`config.mk`:
```
export PLATFORM = sky130hd
export DESIGN_NAME = wlan_ie_tlv_parser_flat
export DESIGN_NICKNAME = d
export VERILOG_FILES = /design/src/rtl/wit_pkg.sv /design/src/rtl/wit_in_if.sv /design/src/rtl/wit_out_if.sv /design/src/rtl/wit_oui_table.sv /design/src/rtl/wlan_ie_tlv_parser.sv /design/src/flat_wrapper.sv
export SDC_FILE = /design/constraint.sdc
export NUM_CORES = 1
export LEC_CHECK = 0
export BUFFER_PORTS_ARGS = -buffer_cell sky130_fd_sc_hd__buf_2
export CAP_MARGIN = 25
export CORE_ASPECT_RATIO = 1.75
export CORE_UTILIZATION = 45
export CTS_BUF_LIST = sky130_fd_sc_hd__clkbuf_8
export CTS_CLUSTER_DIAMETER = 80
export CTS_CLUSTER_SIZE = 40
export DETAILED_ROUTE_END_ITERATION = 16
export HOLD_SLACK_MARGIN = 0.12
export SETUP_SLACK_MARGIN = 0.4
export SYNTH_ARGS = -nofsm -noshare
export SYNTH_HDL_FRONTEND = slang
export SYNTH_SLANG_ARGS = --single-unit
```
`constraint.sdc`:
```
create_clock -name clk_i -period 9.1 [get_ports clk_i]
set_clock_uncertainty 0.05 [all_clocks]
set_input_delay 0.91 -clock clk_i [delete_from_list [all_inputs] [get_ports clk_i]]
set_output_delay 0.91 -clock clk_i [all_outputs]
set_load 0.02 [all_outputs]
```
`src/rtl/wit_pkg.sv`:
```
// Package for the 802.11 information-element parser.
// Holds the shared codes, field widths, element and attribute constants and the
// OUI table request and response types. It depends on nothing.
package wit_pkg;

  // Field widths of the stream items and the register.
  localparam int unsigned AREA_W  = 16;
  localparam int unsigned BYTE_W  = 8;
  localparam int unsigned VALUE_W = 24;
  localparam int unsigned SLOT_W  = 3;
  localparam int unsigned COUNT_W = 15;

  // Default depth of the chipset OUI table.
  localparam int unsigned DEF_OUI_SLOTS = 8;

  // Element and attribute codes.
  localparam logic [BYTE_W-1:0]  IE_COUNTRY   = 8'h07;
  localparam logic [BYTE_W-1:0]  IE_VENDOR    = 8'hDD;
  localparam logic [23:0]        WPS_OUI      = 24'h0050F2;
  localparam logic [BYTE_W-1:0]  WPS_OUI_TYPE = 8'h04;
  localparam logic [15:0]        ATTR_MANUF   = 16'h1021;
  localparam logic [15:0]        ATTR_MODEL   = 16'h1023;
  localparam logic [15:0]        ATTR_MODELNO = 16'h1024;
  localparam logic [15:0]        ATTR_SERIAL  = 16'h1042;
  localparam logic [COUNT_W-1:0] COUNT_MAX    = 15'h7FFF;

  // Kinds of reported result.
  typedef enum logic [2:0] {
    KIND_NONE    = 3'd0,
    KIND_COUNTRY = 3'd1,
    KIND_MANUF   = 3'd2,
    KIND_MODEL   = 3'd3,
    KIND_SERIAL  = 3'd4,
    KIND_OUI     = 3'd5
  } kind_e;

  // Element-level parse phase.
  typedef enum logic [1:0] {
    PH_TYPE,
    PH_LEN,
    PH_BODY,
    PH_STOP
  } phase_e;

  // WPS attribute sub-parse mode inside a vendor element.
  typedef enum logic [1:0] {
    WPS_OFF,
    WPS_HDR,
    WPS_DATA,
    WPS_SKIP
  } wps_e;

  // Request from the parser to the OUI table.
  typedef struct packed {
    logic        clear;
    logic        insert;
    logic [23:0] oui;
  } oui_req_t;

  // Response of the OUI table in the same cycle.
  typedef struct packed {
    logic              stored;
    logic [SLOT_W-1:0] slot;
  } oui_rsp_t;

endpackage

```
`src/rtl/wit_in_if.sv`:
```
// Input channel of the element parser: one area byte per item.
// Depends on wit_pkg for the field widths.
interface wit_in_if import wit_pkg::*; ();
  logic              valid;
  logic              ready;
  logic [BYTE_W-1:0] data_byte;
  logic              first_of_buffer;

  modport source (output valid, output data_byte, output first_of_buffer, input ready);
  modport sink   (input valid, input data_byte, input first_of_buffer, output ready);
endinterface

```
`src/rtl/wit_out_if.sv`:
```
// Result channel of the element parser: one report per item.
// Depends on wit_pkg for the field widths and the kind codes.
interface wit_out_if import wit_pkg::*; ();
  logic               valid;
  logic               ready;
  kind_e              kind;
  logic [VALUE_W-1:0] value;
  logic               has_byte;
  logic               string_start;
  logic [SLOT_W-1:0]  oui_slot;
  logic               done_res;
  logic               truncated;
  logic [COUNT_W-1:0] element_count;

  modport source (output valid, output kind, output value, output has_byte,
                  output string_start, output oui_slot, output done_res,
                  output truncated, output element_count, input ready);
  modport sink   (input valid, input kind, input value, input has_byte,
                  input string_start, input oui_slot, input done_res,
                  input truncated, input element_count, output ready);
endinterface

```
`src/rtl/wit_oui_table.sv`:
```
// Deduplicating chipset OUI table with a fill count.
// Compares a new OUI against all filled slots in parallel and stores it if new and the table is not full.
// Depends on wit_pkg for the request and response types.
module wit_oui_table import wit_pkg::*; #(
  parameter int unsigned OUI_SLOTS = DEF_OUI_SLOTS
) (
  input  logic     clk_i,
  input  logic     rst_ni,
  input  oui_req_t req_i,
  output oui_rsp_t rsp_o
);

  localparam int unsigned CNT_W = $clog2(OUI_SLOTS + 1);
  localparam int unsigned IDX_W = (OUI_SLOTS > 1) ? $clog2(OUI_SLOTS) : 1;

  logic [23:0]      table_q [OUI_SLOTS];
  logic [CNT_W-1:0] used_q, used_d;
  logic [CNT_W-1:0] used_cur;
  logic             hit;
  logic             full;
  logic             stored;

  // A buffer start empties the table before the lookup.
  assign used_cur = req_i.clear ? '0 : used_q;

  // Parallel compare against the filled slots only.
  always_comb begin
    hit = 1'b0;
    for (int i = 0; i < OUI_SLOTS; i++) begin
      if ((CNT_W'(i) < used_cur) && (table_q[i] == req_i.oui)) begin
        hit = 1'b1;
      end
    end
  end

  assign full     = (used_cur == CNT_W'(OUI_SLOTS));
  assign stored   = req_i.insert && !hit && !full;
  assign used_d   = stored ? used_cur + CNT_W'(1) : used_cur;

  // The reported slot keeps only the low bits of the slot number.
  assign rsp_o.stored = stored;
  assign rsp_o.slot   = SLOT_W'(used_cur);

  // Fill count.
  always_ff @(posedge clk_i or negedge rst_ni) begin
    if (!rst_ni) begin
      used_q <= '0;
    end else begin
      used_q <= used_d;
    end
  end

  // Slot storage; validity comes from the fill count.
  always_ff @(posedge clk_i) begin
    if (stored) begin
      table_q[used_cur[IDX_W-1:0]] <= req_i.oui;
    end
  end

endmodule

```
`src/rtl/wlan_ie_tlv_parser.sv`:
```
// Top level of the streaming 802.11 information-element parser.
// Depends on wit_pkg, the wit_in_if and wit_out_if channels and wit_oui_table.
//
// The block takes one byte of a beacon's element area per item and sustains one item
// per clock cycle while results are taken. Each byte passes an input register, the
// combinational parse logic with the parallel compare of the OUI table, and a result
// register. The whole parse state and the OUI table are updated in the same cycle as
// the result register is loaded. A result that waits on out_o.ready holds the byte
// behind it in the input register, and input stops until the result is taken. A byte
// that yields no report and is not the last of the area gives no result.
// Write ie_area_bytes through cfg_we_i/cfg_data_i before the buffer's first byte,
// which is marked with first_of_buffer.
module wlan_ie_tlv_parser import wit_pkg::*; #(
  parameter int unsigned OUI_SLOTS = DEF_OUI_SLOTS
) (
  input  logic              clk_i,
  input  logic              rst_ni,
  input  logic              cfg_we_i,
  input  logic [AREA_W-1:0] cfg_data_i,
  wit_in_if.sink            in_i,
  wit_out_if.source         out_o
);

  // Configuration register.
  logic [AREA_W-1:0] area_q;

  // Input register.
  logic              inv_q;
  logic [BYTE_W-1:0] byte_q;
  logic              first_q;

  // Parse state.
  logic [AREA_W-1:0]  pos_q, pos_d, pos_cur;
  phase_e             phase_q, phase_d, phase_cur;
  logic [BYTE_W-1:0]  etype_q, etype_d, etype_cur;
  logic [BYTE_W-1:0]  eleft_q, eleft_d, eleft_cur;
  logic [BYTE_W-1:0]  bidx_q, bidx_d, bidx_cur;
  logic [23:0]        hdr_q, hdr_d, hdr_cur;
  logic [1:0]         hcnt_q, hcnt_d, hcnt_cur;
  logic [BYTE_W-1:0]  aleft_q, aleft_d, aleft_cur;
  logic [23:0]        prefix_q, prefix_d, prefix_cur;
  wps_e               wps_q, wps_d, wps_cur;
  kind_e              akind_q, akind_d, akind_cur;
  logic               afirst_q, afirst_d, afirst_cur;
  logic               model_q, model_d, model_cur;
  logic [COUNT_W-1:0] count_q, count_d, count_cur;
  logic               stopped_q, stopped_d, stopped_cur;

  // Result register.
  logic               outv_q;
  kind_e              rkind_q;
  logic [VALUE_W-1:0] rvalue_q;
  logic               rhas_q;
  logic               rstart_q;
  logic [SLOT_W-1:0]  rslot_q;
  logic               rdone_q;
  logic               rtrunc_q;
  logic [COUNT_W-1:0] rcount_q;

  // Per-byte decode.
  logic               adv;
  logic               clr;
  logic               act;
  logic               done;
  logic               emit;
  logic [AREA_W-1:0]  rem_area;
  logic [AREA_W-1:0]  left_after;
  logic [8:0]         body_size;
  logic [15:0]        attr_id;
  logic [15:0]        attr_sz;
  logic               body_last;
  kind_e              p_kind;
  logic [VALUE_W-1:0] p_value;
  logic               p_has;
  logic               p_start;
  kind_e              r_kind;
  logic [VALUE_W-1:0] r_value;
  logic [SLOT_W-1:0]  r_slot;
  oui_req_t           oui_req;
  oui_rsp_t           oui_rsp;

  // Handshake: a byte advances when the result register has room.
  assign adv        = inv_q && (!outv_q || out_o.ready);
  assign in_i.ready = !inv_q || adv;
  assign clr        = adv && first_q;

  // State as seen by this byte, after an optional buffer start.
  assign pos_cur     = first_q ? '0 : pos_q;
  assign phase_cur   = first_q ? PH_TYPE : phase_q;
  assign etype_cur   = first_q ? '0 : etype_q;
  assign eleft_cur   = first_q ? '0 : eleft_q;
  assign bidx_cur    = first_q ? '0 : bidx_q;
  assign hdr_cur     = first_q ? '0 : hdr_q;
  assign hcnt_cur    = first_q ? '0 : hcnt_q;
  assign aleft_cur   = first_q ? '0 : aleft_q;
  assign prefix_cur  = first_q ? '0 : prefix_q;
  assign wps_cur     = first_q ? WPS_OFF : wps_q;
  assign akind_cur   = first_q ? KIND_NONE : akind_q;
  assign afirst_cur  = first_q ? 1'b0 : afirst_q;
  assign model_cur   = first_q ? 1'b0 : model_q;
  assign count_cur   = first_q ? '0 : count_q;
  assign stopped_cur = first_q ? 1'b0 : stopped_q;

  // Position decode within the configured area.
  assign act        = adv && (pos_cur < area_q);
  assign done       = act && (({1'b0, pos_cur} + 17'd1) == {1'b0, area_q});
  assign rem_area   = area_q - pos_cur;
  assign left_after = rem_area - AREA_W'(1);
  assign body_size  = {1'b0, bidx_cur} + {1'b0, eleft_cur};
  assign attr_id    = hdr_cur[23:8];
  assign attr_sz    = {hdr_cur[7:0], byte_q};
  assign body_last  = (eleft_cur == BYTE_W'(1));

  // Element phase sequencing.
  always_comb begin
    phase_d = phase_cur;
    if (act) begin
      unique case (phase_cur)
        PH_TYPE: begin
          if (rem_area >= AREA_W'(2)) begin
            phase_d = PH_LEN;
          end
        end
        PH_LEN: begin
          if ({8'd0, byte_q} > left_after) begin
            phase_d = PH_STOP;
          end else if (byte_q == '0) begin
            phase_d = PH_TYPE;
          end else begin
            phase_d = PH_BODY;
          end
        end
        PH_BODY: begin
          if (body_last) begin
            phase_d = PH_TYPE;
          end
        end
        PH_STOP: phase_d = PH_STOP;
        default: phase_d = PH_TYPE;
      endcase
    end
  end

  // Element headers, body bytes and the WPS attribute walk.
  always_comb begin
    pos_d      = pos_cur;
    etype_d    = etype_cur;
    eleft_d    = eleft_cur;
    bidx_d     = bidx_cur;
    hdr_d      = hdr_cur;
    hcnt_d     = hcnt_cur;
    aleft_d    = aleft_cur;
    prefix_d   = prefix_cur;
    wps_d      = wps_cur;
    akind_d    = akind_cur;
    afirst_d   = afirst_cur;
    model_d    = model_cur;
    count_d    = count_cur;
    stopped_d  = stopped_cur;
    p_kind     = KIND_NONE;
    p_value    = '0;
    p_has      = 1'b0;
    p_start    = 1'b0;
    oui_req.clear  = clr;
    oui_req.insert = 1'b0;
    oui_req.oui    = {prefix_cur[15:0], byte_q};
    if (act) begin
      pos_d = pos_cur + AREA_W'(1);
      unique case (phase_cur)
        PH_TYPE: begin
          if (rem_area >= AREA_W'(2)) begin
            etype_d = byte_q;
          end
        end
        PH_LEN: begin
          if ({8'd0, byte_q} > left_after) begin
            stopped_d = 1'b1;
          end else begin
            if (count_cur != COUNT_MAX) begin
              count_d = count_cur + COUNT_W'(1);
            end
            eleft_d  = byte_q;
            bidx_d   = '0;
            wps_d    = WPS_OFF;
            hcnt_d   = '0;
            prefix_d = '0;
          end
        end
        PH_BODY: begin
          bidx_d  = bidx_cur + BYTE_W'(1);
          eleft_d = eleft_cur - BYTE_W'(1);
          if (etype_cur == IE_COUNTRY) begin
            // Country: report the first two characters of a body of three or more.
            if (body_size >= 9'd3) begin
              if (bidx_cur == 8'd0) begin
                prefix_d = {16'd0, byte_q};
              end else if (bidx_cur == 8'd1) begin
                p_kind  = KIND_COUNTRY;
                p_value = {8'd0, prefix_cur[7:0], byte_q};
              end
            end
          end else if (etype_cur == IE_VENDOR) begin
            if (bidx_cur < 8'd4) begin
              // Vendor prefix: OUI, then the OUI type byte.
              prefix_d = {prefix_cur[15:0], byte_q};
              if (bidx_cur == 8'd2) begin
                oui_req.insert = ({prefix_cur[15:0], byte_q} != WPS_OUI);
              end else if (bidx_cur == 8'd3) begin
                if ((prefix_cur == WPS_OUI) && (byte_q == WPS_OUI_TYPE)) begin
                  wps_d  = WPS_HDR;
                  hcnt_d = '0;
                  hdr_d  = '0;
                end
              end
            end else begin
              case (wps_cur)
                WPS_HDR: begin
                  if ((hcnt_cur == 2'd0) && (eleft_cur < 8'd4)) begin
                    wps_d = WPS_SKIP;
                  end else begin
                    hdr_d  = {hdr_cur[15:0], byte_q};
                    hcnt_d = hcnt_cur + 2'd1;
                    if (hcnt_cur == 2'd3) begin
                      // Full attribute header: id and size, both big-endian.
                      hcnt_d = '0;
                      if (attr_sz > {8'd0, eleft_cur - BYTE_W'(1)}) begin
                        wps_d = WPS_SKIP;
                      end else begin
                        akind_d = KIND_NONE;
                        if (attr_id == ATTR_MANUF) begin
                          akind_d = KIND_MANUF;
                        end else if (attr_id == ATTR_MODEL) begin
                          if (!model_cur) begin
                            akind_d = KIND_MODEL;
                            model_d = 1'b1;
                          end
                        end else if (attr_id == ATTR_MODELNO) begin
                          akind_d = KIND_MODEL;
                          model_d = 1'b1;
                        end else if (attr_id == ATTR_SERIAL) begin
                          akind_d = KIND_SERIAL;
                        end
                        aleft_d = attr_sz[7:0];
                        if (attr_sz == 16'd0) begin
                          // Empty string: report only its start.
                          if (akind_d != KIND_NONE) begin
                            p_kind  = akind_d;
                            p_start = 1'b1;
                          end
                        end else begin
                          wps_d    = WPS_DATA;
                          afirst_d = 1'b1;
                        end
                      end
                    end
                  end
                end
                WPS_DATA: begin
                  if (akind_cur != KIND_NONE) begin
                    p_kind  = akind_cur;
                    p_value = {16'd0, byte_q};
                    p_has   = 1'b1;
                    p_start = afirst_cur;
                  end
                  afirst_d = 1'b0;
                  aleft_d  = aleft_cur - BYTE_W'(1);
                  if (aleft_cur == BYTE_W'(1)) begin
                    wps_d  = WPS_HDR;
                    hcnt_d = '0;
                  end
                end
                default: begin
                end
              endcase
            end
          end
        end
        PH_STOP: begin
        end
        default: begin
        end
      endcase
    end
  end

  wit_oui_table #(
    .OUI_SLOTS (OUI_SLOTS)
  ) u_oui_table (
    .clk_i  (clk_i),
    .rst_ni (rst_ni),
    .req_i  (oui_req),
    .rsp_o  (oui_rsp)
  );

  // Merge the OUI table report with the parse report.
  always_comb begin
    r_kind  = p_kind;
    r_value = p_value;
    r_slot  = '0;
    if (oui_rsp.stored) begin
      r_kind  = KIND_OUI;
      r_value = oui_req.oui;
      r_slot  = oui_rsp.slot;
    end
  end

  assign emit = act && ((r_kind != KIND_NONE) || done);

  // Configuration register.
  always_ff @(posedge clk_i or negedge rst_ni) begin
    if (!rst_ni) begin
      area_q <= '0;
    end else if (cfg_we_i) begin
      area_q <= cfg_data_i;
    end
  end

  // Input register control.
  always_ff @(posedge clk_i or negedge rst_ni) begin
    if (!rst_ni) begin
      inv_q <= 1'b0;
    end else if (in_i.ready) begin
      inv_q <= in_i.valid;
    end
  end

  // Input register payload.
  always_ff @(posedge clk_i) begin
    if (in_i.valid && in_i.ready) begin
      byte_q  <= in_i.data_byte;
      first_q <= in_i.first_of_buffer;
    end
  end

  // Parse state, updated once per advanced item.
  always_ff @(posedge clk_i or negedge rst_ni) begin
    if (!rst_ni) begin
      pos_q     <= '0;
      phase_q   <= PH_TYPE;
      etype_q   <= '0;
      eleft_q   <= '0;
      bidx_q    <= '0;
      hdr_q     <= '0;
      hcnt_q    <= '0;
      aleft_q   <= '0;
      prefix_q  <= '0;
      wps_q     <= WPS_OFF;
      akind_q   <= KIND_NONE;
      afirst_q  <= 1'b0;
      model_q   <= 1'b0;
      count_q   <= '0;
      stopped_q <= 1'b0;
    end else if (adv) begin
      pos_q     <= pos_d;
      phase_q   <= phase_d;
      etype_q   <= etype_d;
      eleft_q   <= eleft_d;
      bidx_q    <= bidx_d;
      hdr_q     <= hdr_d;
      hcnt_q    <= hcnt_d;
      aleft_q   <= aleft_d;
      prefix_q  <= prefix_d;
      wps_q     <= wps_d;
      akind_q   <= akind_d;
      afirst_q  <= afirst_d;
      model_q   <= model_d;
      count_q   <= count_d;
      stopped_q <= stopped_d;
    end
  end

  // Result register control.
  always_ff @(posedge clk_i or negedge rst_ni) begin
    if (!rst_ni) begin
      outv_q <= 1'b0;
    end else if (adv) begin
      outv_q <= emit;
    end else if (out_o.ready) begin
      outv_q <= 1'b0;
    end
  end

  // Result register payload.
  always_ff @(posedge clk_i) begin
    if (emit) begin
      rkind_q  <= r_kind;
      rvalue_q <= r_value;
      rhas_q   <= p_has;
      rstart_q <= p_start;
      rslot_q  <= r_slot;
      rdone_q  <= done;
      rtrunc_q <= stopped_d;
      rcount_q <= count_d;
    end
  end

  assign out_o.valid         = outv_q;
  assign out_o.kind          = rkind_q;
  assign out_o.value         = rvalue_q;
  assign out_o.has_byte      = rhas_q;
  assign out_o.string_start  = rstart_q;
  assign out_o.oui_slot      = rslot_q;
  assign out_o.done_res      = rdone_q;
  assign out_o.truncated     = rtrunc_q;
  assign out_o.element_count = rcount_q;

endmodule
```
`src/flat_wrapper.sv`:
```
// flat-port wrapper written by rule: the top's interface ports become plain ports
module wlan_ie_tlv_parser_flat import wit_pkg::*;
#(
  parameter int unsigned OUI_SLOTS = DEF_OUI_SLOTS
)
  (clk_i, rst_ni, cfg_we_i, cfg_data_i, in_i_valid, in_i_data_byte, in_i_first_of_buffer, in_i_ready, out_o_valid, out_o_kind, out_o_value, out_o_has_byte, out_o_string_start, out_o_oui_slot, out_o_done_res, out_o_truncated, out_o_element_count, out_o_ready);
  wit_in_if in_i_i ();
  wit_out_if out_o_i ();
  input  logic clk_i;
  input  logic rst_ni;
  input  logic cfg_we_i;
  input  logic [AREA_W-1:0] cfg_data_i;
  input wire logic [$bits(in_i_i.valid)-1:0] in_i_valid;
  input wire logic [$bits(in_i_i.data_byte)-1:0] in_i_data_byte;
  input wire logic [$bits(in_i_i.first_of_buffer)-1:0] in_i_first_of_buffer;
  output wire logic [$bits(in_i_i.ready)-1:0] in_i_ready;
  output wire logic [$bits(out_o_i.valid)-1:0] out_o_valid;
  output wire logic [$bits(out_o_i.kind)-1:0] out_o_kind;
  output wire logic [$bits(out_o_i.value)-1:0] out_o_value;
  output wire logic [$bits(out_o_i.has_byte)-1:0] out_o_has_byte;
  output wire logic [$bits(out_o_i.string_start)-1:0] out_o_string_start;
  output wire logic [$bits(out_o_i.oui_slot)-1:0] out_o_oui_slot;
  output wire logic [$bits(out_o_i.done_res)-1:0] out_o_done_res;
  output wire logic [$bits(out_o_i.truncated)-1:0] out_o_truncated;
  output wire logic [$bits(out_o_i.element_count)-1:0] out_o_element_count;
  input wire logic [$bits(out_o_i.ready)-1:0] out_o_ready;
  assign in_i_i.valid = in_i_valid;
  assign in_i_i.data_byte = in_i_data_byte;
  assign in_i_i.first_of_buffer = in_i_first_of_buffer;
  assign in_i_ready = in_i_i.ready;
  assign out_o_valid = out_o_i.valid;
  assign out_o_kind = out_o_i.kind;
  assign out_o_value = out_o_i.value;
  assign out_o_has_byte = out_o_i.has_byte;
  assign out_o_string_start = out_o_i.string_start;
  assign out_o_oui_slot = out_o_i.oui_slot;
  assign out_o_done_res = out_o_i.done_res;
  assign out_o_truncated = out_o_i.truncated;
  assign out_o_element_count = out_o_i.element_count;
  assign out_o_i.ready = out_o_ready;
  wlan_ie_tlv_parser #(.OUI_SLOTS(OUI_SLOTS)) u_core (.clk_i(clk_i), .rst_ni(rst_ni), .cfg_we_i(cfg_we_i), .cfg_data_i(cfg_data_i), .in_i(in_i_i), .out_o(out_o_i));
endmodule
```
==> flow_summary_export.csv <==
group,metric,value,unit
detailed_routing,routed_wl,72.2,mm
setup_path,crit_chain,"inv_2 -> nand2_1 -> ha_1 -> a21o_1 -> a221oi_4 -> xnor2_1 -> a211oi_4 -> nand2_1 -> xnor2_1 -> ha_1 -> and4_1 -> and4_1 -> a22oi_1 -> nand2b_1 -> o31ai_2 -> a31o_4 -> a21o_1 -> a221o_1",
setup_path,cp_data_arrival_time,6920,ps
placement,port_buffers,80,
synthesis,synth_edf_count,250,
final_layout,drive_gt1_share,9.75,%
global_routing,grt_max_degree,79,
global_routing,overflow,0,
power_and_ir_drop,leakagePower,8.84,nW
clocking,cts.clk_slew.worst_paths,200,ps
detailed_routing,ant_nets,0,
final_layout,final_cell_mix,"250 x edfxtp_1, 163 x nand2_1, 149 x nor2_1",
global_routing,grt_pass1_wl,107,mm
timing,clock.fmax,157,MHz
timing,slew_viol_final,0,
synthesis,synth_ff_type,"edfxtp_1",
synthesis,synth_nets,2175,
placement,place_area,0.0230,mm²
synthesis,synth_top_area_cell,"edfxtp_1",
die,dieArea,0.0495,mm²
setup_path,cpPeakStageDelay,740,ps
synthesis,post_synth_num_cell_types,86,
global_routing,first_global_vias,17500,
die,die_h,294,µm
clocking,clk_latency,670,ps
final_layout,fin_util,48.8,%
timing,layout_setup_ws,2720,ps
clocking,cts_made_buffers,15,
synthesis,ys_ff_latch,395,
timing,slew_headroom,36.6,%
power_and_ir_drop,powerDensity,165,mW/mm²
clocking,post_cts_buffers,0,
detailed_routing,drc_errors,0,
synthesis,yosysTopAreaCellShare,34.3,%
final_layout,syn_to_final_growth,6.85,%
power_and_ir_drop,ir_worst_vdd,0.121,mV
synthesis,ys_warn_count,0,
outcome,status,"complete, no violations",
setup_path,cp_max_fo,18,
clocking,cts-hold-fix-buffers,0,
synthesis,ys_seq_area_share,50.9,%
detailed_routing,vias,17600,
placement,place.gp.congestion,0.979,
setup_path,startpoint_type,"flop",
job,drv_cap,0,
setup_path,worst-setup-path-type,"reg -> reg",
clocking,cts-htree-levels,1,
setup_path,cp_num_buf_inv,1,
setup_path,r2r-start,"u_core.first_q",
setup_path,regToRegSetupSlack,2720,ps
timing,grt_setup_unrepaired,"no",
setup_path,crit_family,"compound AO/OA/AOI/OAI gates",
die,die-width,169,µm
setup_path,rr_endpoint,"u_core.eleft_q[5]",
setup_path,critPathSlowestCell,"o31ai_2",
timing,fin_crit,6380,ps
final_layout,layout_commonest_cell,"edfxtp_1",
clocking,cts.repair.resized,0,
detailed_routing,vias_per_cell,6.35,
synthesis,ys_async_sr_fraction,36.7,%
placement,place_ws,2860,ps
final_layout,stdcell_area,0.0234,mm²
timing,worst_hold_slack,234,ps
detailed_routing,drtIter0Drc,1437,
clocking,tritoncts,"yes",
synthesis,syn_area_per_cell,10.5,µm²
worst_hold_path,worstHoldPathType,"in -> async",
clocking,root_buffer,"clkbuf_8",
setup_path,cp-end-kind,"flop",
clocking,cts.sinks,395,
setup_path,worst_r2r_path_depth,18,
global_routing,grtUsageTotal,29.0,%
timing,hold_viol_final,0,
placement,dp_hpwl,51.2,mm
timing,worst-slew-pin-transition,948,ps
final_layout,fill_cells,4416,
clocking,clk_path_buf_depth,3,
detailed_routing,wl_per_cell,26.1,µm
detailed_routing,first_pass_iters,5,
die,core_area,0.0479,mm²
final_layout,fin_nets,2204,
timing,fin_setup_tns,0,ps
synthesis,synth_area,0.0219,mm²
die,start_util,45.7,%
global_routing,antenna_found_initial,1,
die,rows,106,
synthesis,synthCells,2086,
setup_path,startpoint,"u_core.first_q",
setup_path,worstPathRequired,9640,ps
synthesis,synthTopCellsByArea,"edfxtp_1 34%, dfrtp_1 17%, xnor2_1 4.4%, ha_1 3.3%, nand2_1 2.8%",
timing,finalSetupViolations,0,
die,io_pins,81,
timing,period_share,70.1,%
==> layout make-up <==
class                           count  area (µm²)  area share (%)
Inverter                           78         293            1.25
Timing Repair Buffer              132         795            3.40
Tap cell                          648         811            3.47
Sequential cell                   395       11100            47.7
Antenna cell                        1        2.50          0.0107
Clock buffer                       15         206           0.883
Clock inverter                      9         114           0.487
Multi-Input combinational cell   1493       10000            42.8
==> how the worst max path moves through the flow <==
stage	endpoint	slack, ps	depth (start not counted)
after global routing	u_core.eleft_q[5]	2450	18
after floorplan	u_core.u_oui_table.table_q[1][0]	1510	22
after detailed placement	u_core.eleft_q[5]	2860	18
after CTS	u_core.eleft_q[5]	2770	18
final	u_core.eleft_q[5]	2720	18
after global placement	u_core.eleft_q[5]	3050	18
==> cells by family after synthesis <==
kind of cell,Yosys count,synth area share [%]
flip-flops,395,50.9
XOR/XNOR,173,7.00
AND/OR/NAND/NOR,696,16.7
AO/OA/AOI/OAI,540,17.2
adder cells (fa/ha/maj),60,3.46
buffers and inverters,198,3.53
multiplexers,24,1.22
==> where the power goes <==
part           switching [mW]  internal, mW  total [mW]
Combinational           0.650         0.335       0.985
Clock                   0.591         0.181       0.772
Sequential              0.118          1.98        2.10
==> Yosys cell counts (21+ instances only) <==
cell        n
a21o_1     21
dfrtp_1   145
and3_1     21
ha_1       58
inv_1      76
o21ai_0   104
xor2_1     63
nor2_1    149
nor2b_1    48
nor4b_1    21
mux2_2     21
o32ai_1    31
xnor2_1   109
a22oi_1    29
nor4_1     29
nor3_1     56
edfxtp_1  250
nand2b_1   31
a21oi_1    93
clkbuf_1   95
nand3_1    49
a22o_1     33
nand4_1    44
nand2_1   164
a31oi_1    60
nor4bb_1   22
==> through the flow <==
stage               total power, mW  instances
detailed placement             3.10       2744
floorplan                      2.74       2086
global placement               3.07       2742
CTS                            3.86       2768
finish                         3.86       2771
global route                   4.00       2771
==> metal layers <==
layer,GRT usage [%],vias up,wire length [µm]
li1,-,7878,-
met1,30.3,8696,24900
met2,52.5,760,37100
met3,2.93,259,3660
met4,23.6,0,6560
met5,0,-,0
==> state kept, by name, indices dropped and copies added, names as in the netlist, 8 cells and up <==
| register | cells |
|---|---|
| u_core.u_oui_table.table_q | 192 |
| u_core.out_o.element_count | 15 |
| u_core.hdr_q | 24 |
| u_core.eleft_q | 8 |
| u_core.etype_q | 8 |
| u_core.aleft_q | 8 |
| u_core.bidx_q | 8 |
| u_core.pos_q | 16 |
| u_core.out_o.value | 24 |
| u_core.count_q | 15 |
| u_core.area_q | 16 |
| u_core.prefix_q | 24 |
| u_core.byte_q | 8 |
(Power assumes the default switching activity.)
